[src/design/first_fit_block_allocator_macros.svh]
// ----------------------------------------------------------------------------
// Assertion macros for the first fit block allocator
// Shared clocking and reset gating for the concurrent checks.
// ----------------------------------------------------------------------------
`ifndef FIRST_FIT_BLOCK_ALLOCATOR_MACROS_SVH
`define FIRST_FIT_BLOCK_ALLOCATOR_MACROS_SVH

// Same-cycle implication, checked out of reset only
`define FFBA_ASSERT_IMP(lbl, ante, cons, msg) \
  lbl: assert property (@(posedge clk_i) disable iff (!rst_ni) (ante) |-> (cons)) \
    else $error(msg);

// Next-cycle implication, checked out of reset only
`define FFBA_ASSERT_NEXT(lbl, ante, cons, msg) \
  lbl: assert property (@(posedge clk_i) disable iff (!rst_ni) (ante) |=> (cons)) \
    else $error(msg);

`endif

[src/design/ffba_pkg.sv]
// ----------------------------------------------------------------------------
// First fit block allocator package
// Request operation codes, result status codes and fixed field widths.
// ----------------------------------------------------------------------------
`default_nettype none

package ffba_pkg;

  // Fixed field widths
  localparam int OP_W     = 2;
  localparam int BLK_W    = 10;
  localparam int BYTE_W   = 23;
  localparam int EXT_W    = 11;
  localparam int STATUS_W = 2;
  localparam int NBLK_W   = BYTE_W + 1;
  localparam int SUM_W    = NBLK_W + 1;

  localparam logic [EXT_W-1:0] EXT_RESET = 11'd1024;

  // Request operations
  typedef enum logic [OP_W-1:0] {
    OP_CLEAR = 2'd0,
    OP_MARK  = 2'd1,
    OP_ALLOC = 2'd2
  } op_e;

  // Result status codes
  localparam logic [STATUS_W-1:0] ST_OK    = 2'd0;
  localparam logic [STATUS_W-1:0] ST_NOFIT = 2'd1;
  localparam logic [STATUS_W-1:0] ST_ZERO  = 2'd2;

endpackage

`default_nettype wire

[src/design/ffba_ram.sv]
// ----------------------------------------------------------------------------
// Generic simple dual port RAM
// One write port and one read port, read data registered.
// ----------------------------------------------------------------------------
`default_nettype none

module ffba_ram #(
  parameter int WIDTH = 1,
  parameter int DEPTH = 1024,
  parameter int AW    = $clog2(DEPTH)
) (
  input  wire logic             clk_i,
  input  wire logic             we_i,
  input  wire logic [AW-1:0]    waddr_i,
  input  wire logic [WIDTH-1:0] wdata_i,
  input  wire logic [AW-1:0]    raddr_i,
  output logic      [WIDTH-1:0] rdata_o
);

  logic [WIDTH-1:0] mem_q [DEPTH];

  // Write port
  always_ff @(posedge clk_i) begin
    if (we_i) begin
      mem_q[waddr_i] <= wdata_i;
    end
  end

  // Registered read port
  always_ff @(posedge clk_i) begin
    rdata_o <= mem_q[raddr_i];
  end

endmodule

`default_nettype wire

[src/design/first_fit_block_allocator.sv]
// ----------------------------------------------------------------------------
// First fit block allocator
// Used-block map over a flash extent: clear, mark a record, find a free run.
// ----------------------------------------------------------------------------
//
//  channel | direction | handshake                    | payload
//  --------+-----------+------------------------------+---------------------------
//  in      | input     | in_valid_i / in_stall_o      | operation, record_valid,
//          |           |                              | run_start, byte_length
//  out     | output    | out_valid_o / out_stall_i    | status, start_block
//  cfg     | input     | cfg_valid_i / cfg_ready_o    | extent_blocks
//
//  The map sits in a one-bit RAM walked one block per cycle by addr_q (clear, mark) or rd_addr_q (scan).
//  Clear sweeps every map entry; mark sets each block of the clipped run.
//  Allocate scans the extent from block 0; the scan stops at the first fitting run.
//  After reset the map is swept to zero first; no request is
//  taken meanwhile. A finished result waits in the output register while the
//  next request is taken; a stalled output holds only the result handoff.
// ----------------------------------------------------------------------------
`default_nettype none

`include "first_fit_block_allocator_macros.svh"

module first_fit_block_allocator #(
  parameter int MAX_BLOCKS      = 1024,
  parameter int BLOCK_SIZE_LOG2 = 12
) (
  input  wire logic                            clk_i,
  input  wire logic                            rst_ni,
  // request channel
  input  wire logic                            in_valid_i,
  output logic                                 in_stall_o,
  input  wire logic [ffba_pkg::OP_W-1:0]       operation_i,
  input  wire logic                            record_valid_i,
  input  wire logic [ffba_pkg::BLK_W-1:0]      run_start_i,
  input  wire logic [ffba_pkg::BYTE_W-1:0]     byte_length_i,
  // result channel
  output logic                                 out_valid_o,
  input  wire logic                            out_stall_i,
  output logic      [ffba_pkg::STATUS_W-1:0]   status_o,
  output logic      [ffba_pkg::BLK_W-1:0]      start_block_o,
  // configuration channel
  input  wire logic                            cfg_valid_i,
  output logic                                 cfg_ready_o,
  input  wire logic [ffba_pkg::EXT_W-1:0]      cfg_extent_blocks_i
);

  import ffba_pkg::*;

  localparam int AW = $clog2(MAX_BLOCKS);
  localparam int CW = AW + 1;
  localparam int EW = (CW > EXT_W) ? CW : EXT_W;

  localparam logic [NBLK_W-1:0] BS_M1   = NBLK_W'((64'd1 << BLOCK_SIZE_LOG2) - 64'd1);
  localparam logic [CW-1:0]     LAST_BLK = CW'(MAX_BLOCKS - 1);
  localparam logic [EW-1:0]     MAX_EXT  = EW'(MAX_BLOCKS);

  // Sequencer states
  localparam logic [2:0] S_IDLE  = 3'd0;
  localparam logic [2:0] S_CLEAR = 3'd1;
  localparam logic [2:0] S_PREP  = 3'd2;
  localparam logic [2:0] S_MARK  = 3'd3;
  localparam logic [2:0] S_SCAN  = 3'd4;
  localparam logic [2:0] S_DONE  = 3'd5;

  logic [2:0]          state_q, state_d;
  logic                boot_q, boot_d;
  logic [EXT_W-1:0]    extent_q;
  logic [CW-1:0]       ext_eff;
  logic [EW-1:0]       ext_wide;

  logic [CW-1:0]       addr_q, addr_d;
  logic [CW-1:0]       limit_q, limit_d;
  logic [NBLK_W-1:0]   nblk_q, nblk_d;
  logic [NBLK_W-1:0]   nblk_in;
  logic [BLK_W-1:0]    first_q, first_d;

  logic [CW-1:0]       rd_addr_q, rd_addr_d;
  logic                rd_pend_q, rd_pend_d;
  logic [AW-1:0]       rd_idx_q, rd_idx_d;
  logic [CW-1:0]       cnt_q, cnt_d;
  logic                issue;
  logic                scan_hit;

  logic [STATUS_W-1:0] res_status_q, res_status_d;
  logic [BLK_W-1:0]    res_start_q, res_start_d;
  logic                out_valid_q, out_valid_d;
  logic [STATUS_W-1:0] out_status_q, out_status_d;
  logic [BLK_W-1:0]    out_start_q, out_start_d;

  logic [SUM_W-1:0]    mark_end;
  logic [SUM_W-1:0]    first_w;
  logic [SUM_W-1:0]    ext_s;

  logic                ram_we;
  logic [AW-1:0]       ram_waddr;
  logic                ram_wdata;
  logic                ram_rdata;
  logic                in_fire;

  // Used-block map
  ffba_ram #(
    .WIDTH (1),
    .DEPTH (MAX_BLOCKS)
  ) u_map (
    .clk_i   (clk_i),
    .we_i    (ram_we),
    .waddr_i (ram_waddr),
    .wdata_i (ram_wdata),
    .raddr_i (rd_addr_q[AW-1:0]),
    .rdata_o (ram_rdata)
  );

  // Clamp the extent to the map size
  assign ext_wide = EW'(extent_q);
  assign ext_eff  = (ext_wide > MAX_EXT) ? CW'(MAX_EXT) : CW'(ext_wide);

  // Round the byte length up to whole blocks
  assign nblk_in = (NBLK_W'(byte_length_i) + BS_M1) >> BLOCK_SIZE_LOG2;

  // Mark range bounds
  assign first_w  = SUM_W'(first_q);
  assign ext_s    = SUM_W'(ext_eff);
  assign mark_end = first_w + SUM_W'(nblk_q);

  assign in_stall_o  = (state_q != S_IDLE);
  assign in_fire     = in_valid_i && !in_stall_o;
  assign cfg_ready_o = 1'b1;

  // Sequencer
  always_comb begin
    state_d      = state_q;
    boot_d       = boot_q;
    addr_d       = addr_q;
    limit_d      = limit_q;
    nblk_d       = nblk_q;
    first_d      = first_q;
    rd_addr_d    = rd_addr_q;
    rd_pend_d    = 1'b0;
    rd_idx_d     = rd_idx_q;
    cnt_d        = cnt_q;
    res_status_d = res_status_q;
    res_start_d  = res_start_q;
    out_valid_d  = out_valid_q && out_stall_i;
    out_status_d = out_status_q;
    out_start_d  = out_start_q;
    ram_we       = 1'b0;
    ram_waddr    = addr_q[AW-1:0];
    ram_wdata    = 1'b0;
    issue        = 1'b0;
    scan_hit     = 1'b0;

    unique case (state_q)
      S_IDLE: begin
        if (in_fire) begin
          res_status_d = ST_OK;
          res_start_d  = '0;
          nblk_d       = nblk_in;
          first_d      = run_start_i;
          addr_d       = '0;
          rd_addr_d    = '0;
          cnt_d        = '0;
          case (operation_i)
            OP_CLEAR: state_d = S_CLEAR;
            OP_MARK:  state_d = record_valid_i ? S_PREP : S_DONE;
            OP_ALLOC: begin
              if (nblk_in == '0) begin
                res_status_d = ST_ZERO;
                state_d      = S_DONE;
              end else begin
                state_d = S_SCAN;
              end
            end
            default:  state_d = S_DONE;
          endcase
        end
      end

      // Sweep every map entry to free
      S_CLEAR: begin
        ram_we = 1'b1;
        if (addr_q == LAST_BLK) begin
          boot_d  = 1'b0;
          state_d = boot_q ? S_IDLE : S_DONE;
        end else begin
          addr_d = addr_q + CW'(1);
        end
      end

      // Clip the record's run at the extent end
      S_PREP: begin
        if (first_w >= ext_s) begin
          addr_d  = '0;
          limit_d = '0;
        end else begin
          addr_d  = CW'(first_q);
          limit_d = (mark_end < ext_s) ? CW'(mark_end) : ext_eff;
        end
        state_d = S_MARK;
      end

      // Set one block used per cycle
      S_MARK: begin
        if (addr_q < limit_q) begin
          ram_we    = 1'b1;
          ram_wdata = 1'b1;
          addr_d    = addr_q + CW'(1);
        end else begin
          state_d = S_DONE;
        end
      end

      // Read ahead one block, count the free run on returning data
      S_SCAN: begin
        issue = (rd_addr_q < ext_eff);
        if (issue) begin
          rd_addr_d = rd_addr_q + CW'(1);
        end
        rd_pend_d = issue;
        rd_idx_d  = rd_addr_q[AW-1:0];
        if (rd_pend_q) begin
          if (ram_rdata) begin
            cnt_d = '0;
          end else begin
            cnt_d = cnt_q + CW'(1);
            if (NBLK_W'(cnt_q) + NBLK_W'(1) == nblk_q) begin
              scan_hit = 1'b1;
            end
          end
        end
        if (scan_hit) begin
          res_status_d = ST_OK;
          res_start_d  = BLK_W'(rd_idx_q - cnt_q[AW-1:0]);
          state_d      = S_DONE;
        end else if (!rd_pend_q && !issue) begin
          res_status_d = ST_NOFIT;
          res_start_d  = '0;
          state_d      = S_DONE;
        end
      end

      // Hand the result over once the output register is free
      S_DONE: begin
        if (!out_valid_q || !out_stall_i) begin
          out_valid_d  = 1'b1;
          out_status_d = res_status_q;
          out_start_d  = res_start_q;
          state_d      = S_IDLE;
        end
      end

      default: state_d = S_IDLE;
    endcase
  end

  // Control registers
  always_ff @(posedge clk_i or negedge rst_ni) begin
    if (!rst_ni) begin
      state_q     <= S_CLEAR;
      boot_q      <= 1'b1;
      addr_q      <= '0;
      rd_pend_q   <= 1'b0;
      out_valid_q <= 1'b0;
      extent_q    <= EXT_RESET;
    end else begin
      state_q     <= state_d;
      boot_q      <= boot_d;
      addr_q      <= addr_d;
      rd_pend_q   <= rd_pend_d;
      out_valid_q <= out_valid_d;
      if (cfg_valid_i && cfg_ready_o) begin
        extent_q <= cfg_extent_blocks_i;
      end
    end
  end

  // Payload registers
  always_ff @(posedge clk_i) begin
    limit_q      <= limit_d;
    nblk_q       <= nblk_d;
    first_q      <= first_d;
    rd_addr_q    <= rd_addr_d;
    rd_idx_q     <= rd_idx_d;
    cnt_q        <= cnt_d;
    res_status_q <= res_status_d;
    res_start_q  <= res_start_d;
    out_status_q <= out_status_d;
    out_start_q  <= out_start_d;
  end

  assign out_valid_o   = out_valid_q;
  assign status_o      = out_status_q;
  assign start_block_o = out_start_q;

  // Checks
  `FFBA_ASSERT_IMP(a_map_write_state, ram_we, (state_q == S_CLEAR || state_q == S_MARK), "map written outside clear or mark")
  `FFBA_ASSERT_IMP(a_mark_in_extent, (ram_we && state_q == S_MARK), (addr_q < ext_eff), "mark beyond extent end")
  `FFBA_ASSERT_IMP(a_run_below_request, (state_q == S_SCAN), (NBLK_W'(cnt_q) < nblk_q), "free run count passed request")
  `FFBA_ASSERT_NEXT(a_result_from_done, (state_q != S_DONE), !$rose(out_valid_q), "result loaded outside done state")
  `FFBA_ASSERT_IMP(a_boot_blocks_input, boot_q, (state_q == S_CLEAR), "request window open before map sweep ends")

endmodule

`default_nettype wire

[config.mk]
export PLATFORM = sky130hd
export DESIGN_NAME = first_fit_block_allocator
export DESIGN_NICKNAME = d
export VERILOG_FILES = /design/src/design/ffba_pkg.sv /design/src/design/ffba_ram.sv /design/src/design/first_fit_block_allocator.sv
export VERILOG_INCLUDE_DIRS = /design/src /design/src/design
export SDC_FILE = /design/constraint.sdc
export NUM_CORES = 2
export LEC_CHECK = 0
export BUFFER_PORTS_ARGS = -buffer_cell sky130_fd_sc_hd__buf_2
export CAP_MARGIN = 20
export CORE_ASPECT_RATIO = 1.5
export CORE_MARGIN = 2
export CORE_UTILIZATION = 55
export DETAILED_ROUTE_END_ITERATION = 10
export PLACE_DENSITY_LB_ADDON = 0.25
export SKIP_LAST_GASP = 1
export SLEW_MARGIN = 10
export SYNTH_ARGS = -nofsm -noshare
export SYNTH_HDL_FRONTEND = slang
export SYNTH_SLANG_ARGS = --single-unit
[constraint.sdc]
create_clock -name clk_i -period 57.6 [get_ports clk_i]
set_input_delay 5.76 -clock clk_i [delete_from_list [all_inputs] [get_ports clk_i]]
set_output_delay 5.76 -clock clk_i [all_outputs]
set_load 0.02 [all_outputs]
==> metrics.cfg <==
[clock_network]
ctsLongestPathBuffers=3
post-cts-setup-buffers=0
cts_root_buf=clkbuf_16
post_cts_resize_count=0
cts_tree=done
cts_sinks=1142
clk_latency_ns=0.70
htreeDepth=3
clk_pin_slew_worst_paths_ns=0.07
cts_buffers=101
postCtsHoldBufs=0

[power]
comb_power_share_pct=31.2
power_switching_share_pct=34.1
vdd_drop_max_mv=0.0285
seqPwrFrac_pct=41.0
power.switching_mw=0.830
internal_power_mw=1.60
finalPower_mw=2.43
pwr_density_cell_mw_per_mm2=42.8
p_clk_share_pct=27.9
power.leakage_nw=18.6

[placement]
place_area_mm2=0.0536
place_inst=5003
place.gp.congestion=0.901
hpwlAfterDp_um=84500
numPortBuffers=65

[final_layout]
final_cells=5194
most-common-layout-cells=nor2_1, edfxtp_1, nand2_1
multi_input_area_mm2=0.0167
regArea_mm2=0.0341
layout_commonest_cell=nor2_1
syn_to_final_growth_pct=8.88
finalInstanceArea_mm2=0.0569
final_nets=3966
fillCellCount=7277
drive_gt1_share_pct=15.3

[floorplan]
fp.dieW_um=256
core_area_mm2=0.0943
core.rowCount=138
io_pins=67
initial_core_util_pct=55.4
die_h_um=382
die-area_mm2=0.0975

[critical_path]
required_ns=51.84
cp_max_fo=12
r2r.worst_path.cells=8
crit_end=in_stall_o
r2r_end=u_map.mem_q[813]$_DFFE_PP_
criticalPathCategory=reg2out
worstSetupStartpointType=flip-flop
rrSetupSlack_ns=52.58
crit_path_start=state_q[2]$_DFFE_PN0P_
cp.arrival_ns=1.93
cp-end-kind=primary output
r2r_start=addr_q[8]$_DFFE_PN0P_

[timing]
skew_ns=0.0183
rsz0062_at_grt=false
max_slew_margin_pct=17.1
setup_viol_count_final=0
tns_ns=0
worst_pin_slew_ns=1.21
max_freq_mhz=130
hold_violations=0
slew_violations=0
fin_crit_ns=7.69
fin_crit_sh_pct=13.4

[drt]
ant_nets=0
drt-total-wl_um=135000
vias=32313
drt_iter0_drc=3882
via_per_inst=6.22
wire_per_inst_um=26.0
first_pass_iters=5
drc_errors=0

[synthesis]
ys.flop_type=edfxtp_1
synth_seq_area_share_pct=65.3
synth_xor_area_share_pct=0.788
synth_edf_count=1113
synthSimpleGateAreaFrac_pct=13.3
synth.distinct_cells=83
synth_cells=3856
synth_fp_nets=3975
synth-seq-cells=1142
muxShareOfSynthArea_pct=12.5
ys_async_sr_fraction_pct=2.45
syn_area_mm2=0.0523
yosys_warnings=0
synth_top_family_by_area=simple AND/OR/NAND/NOR gates
synth-compound-area-share_pct=3.61
avgSynthCellArea_um2=13.6
yosys.area_share.adder_pct=1.63

[global_routing]
grt_antenna_before_repair=1
grt_pass1_vias=32179
grtUsageTotal_pct=27.7
grt_overflow=0
grt_start_max_net_pins=311
grt_pass1_wl_um=200000

[job]
maxCapViolations=0

[min_path]
hold_class=reg2reg

[run_status]
status=completed

worst max-delay path, cell delays in order (launching register included):
cell	delay (ns)
dfrtp_1	0.49
or2_2	0.38
nor2_1	0.14
inv_1	0.06
buf_2	0.16
stage by stage:
step                util [%]  worst slack, ns  hold slack (ns)
finish                  60.3            49.91            0.418
global route            60.3            49.83            0.439
CTS                     60.3            49.88            0.419
detailed placement      56.8            49.74            0.405
global placement        56.8            49.81            0.401
floorplan                  -             6.85            0.400
sequential cells by signal (all words and copies together), names as in the netlist, 2 cells and up:
register and cells:
addr_q 11, cnt_q 11, ext_wide 11, first_q 10, limit_q 11, nblk_q 12
rd_addr_q 11, rd_idx_q 10, res_start_q 10, res_status_q 2, start_block_o 10, state_q 3
status_o 2, u_map.mem_q 1024
power groups by stage:
stage                     Combinational (mW)  Sequential, mW  Clock (mW)
after floorplan                        0.515            1.07           0
after detailed placement               0.752            1.01           0
after global routing                   0.798           0.998       0.714
final                                  0.758           0.997       0.678
after CTS                              0.754           0.996       0.687
after global placement                 0.746            1.01           0
layout make-up:
cell class,count,share of cell area (%)
multi-input combinational,2404,29.3
clock inverter,54,0.816
timing repair buffer,148,1.81
clock buffer,134,4.94
tap,1260,2.77
sequential,1142,60.0
antenna,2,0.00880
inverter,50,0.330
layer usage:
metal / global-route usage (%) / routed length [um] / vias to the layer above
met5: 0 / 8 / -
met4: 16.7 / 8700 / 2
met3: 4.31 / 9300 / 353
met2: 48.9 / 70300 / 1351
met1: 31.9 / 46600 / 16469
li1: - / - / 14138
cells in the mapped netlist, drive strengths merged (8+ instances only):
library cell  number  share of area [%]
nor3b              8               0.11
nor3              32               0.31
ha                65                1.6
a22oi             38               0.56
nand4             14               0.18
nor4              12               0.14
clkbuf           153                1.1
nor2            1126                8.1
nor2b             29               0.35
nand2b            28               0.35
a31oi             14               0.18
or2                8              0.096
and3              13               0.16
o22ai             24               0.29
a21o              13               0.19
xor2              24               0.40
dfrtp             25                1.2
a21oi             34               0.33
edfxtp          1113                 64
inv               50               0.36
nand2            325                2.3
o21ai             53               0.51
o211ai             9               0.13
mux2              37               0.80
mux2i             45               0.86
mux4             248                 11
xnor2             23               0.39
a2111oi           12               0.28
a221oi            12               0.23
buf              107                1.4
nand3             57               0.55
kinds of logic (layout without fill, tap and decap cells):
kind of cell,count (synthesis),in the layout
buffers and inverters,310,386
flip-flops,1142,1142
adder cells (fa/ha/maj),67,67
XOR/XNOR,47,47
multiplexers,330,330
AO/OA/AOI/OAI,267,267
other,1,3
AND/OR/NAND/NOR,1692,1692
how the worst min path moves through the flow:
stage,from,to,cells past startpoint
floorplan,res_start_q[0]$_SDFFCE_PN0P_,start_block_o[0]$_DFFE_PP_,0
global placement,res_start_q[4]$_SDFFCE_PN0P_,start_block_o[4]$_DFFE_PP_,0
detailed placement,res_start_q[3]$_SDFFCE_PN0P_,start_block_o[3]$_DFFE_PP_,0
CTS,res_start_q[3]$_SDFFCE_PN0P_,start_block_o[3]$_DFFE_PP_,0
global route,res_start_q[1]$_SDFFCE_PN0P_,start_block_o[1]$_DFFE_PP_,0
finish,res_start_q[4]$_SDFFCE_PN0P_,start_block_o[4]$_DFFE_PP_,0
Power figures use the tool's default switching activity.
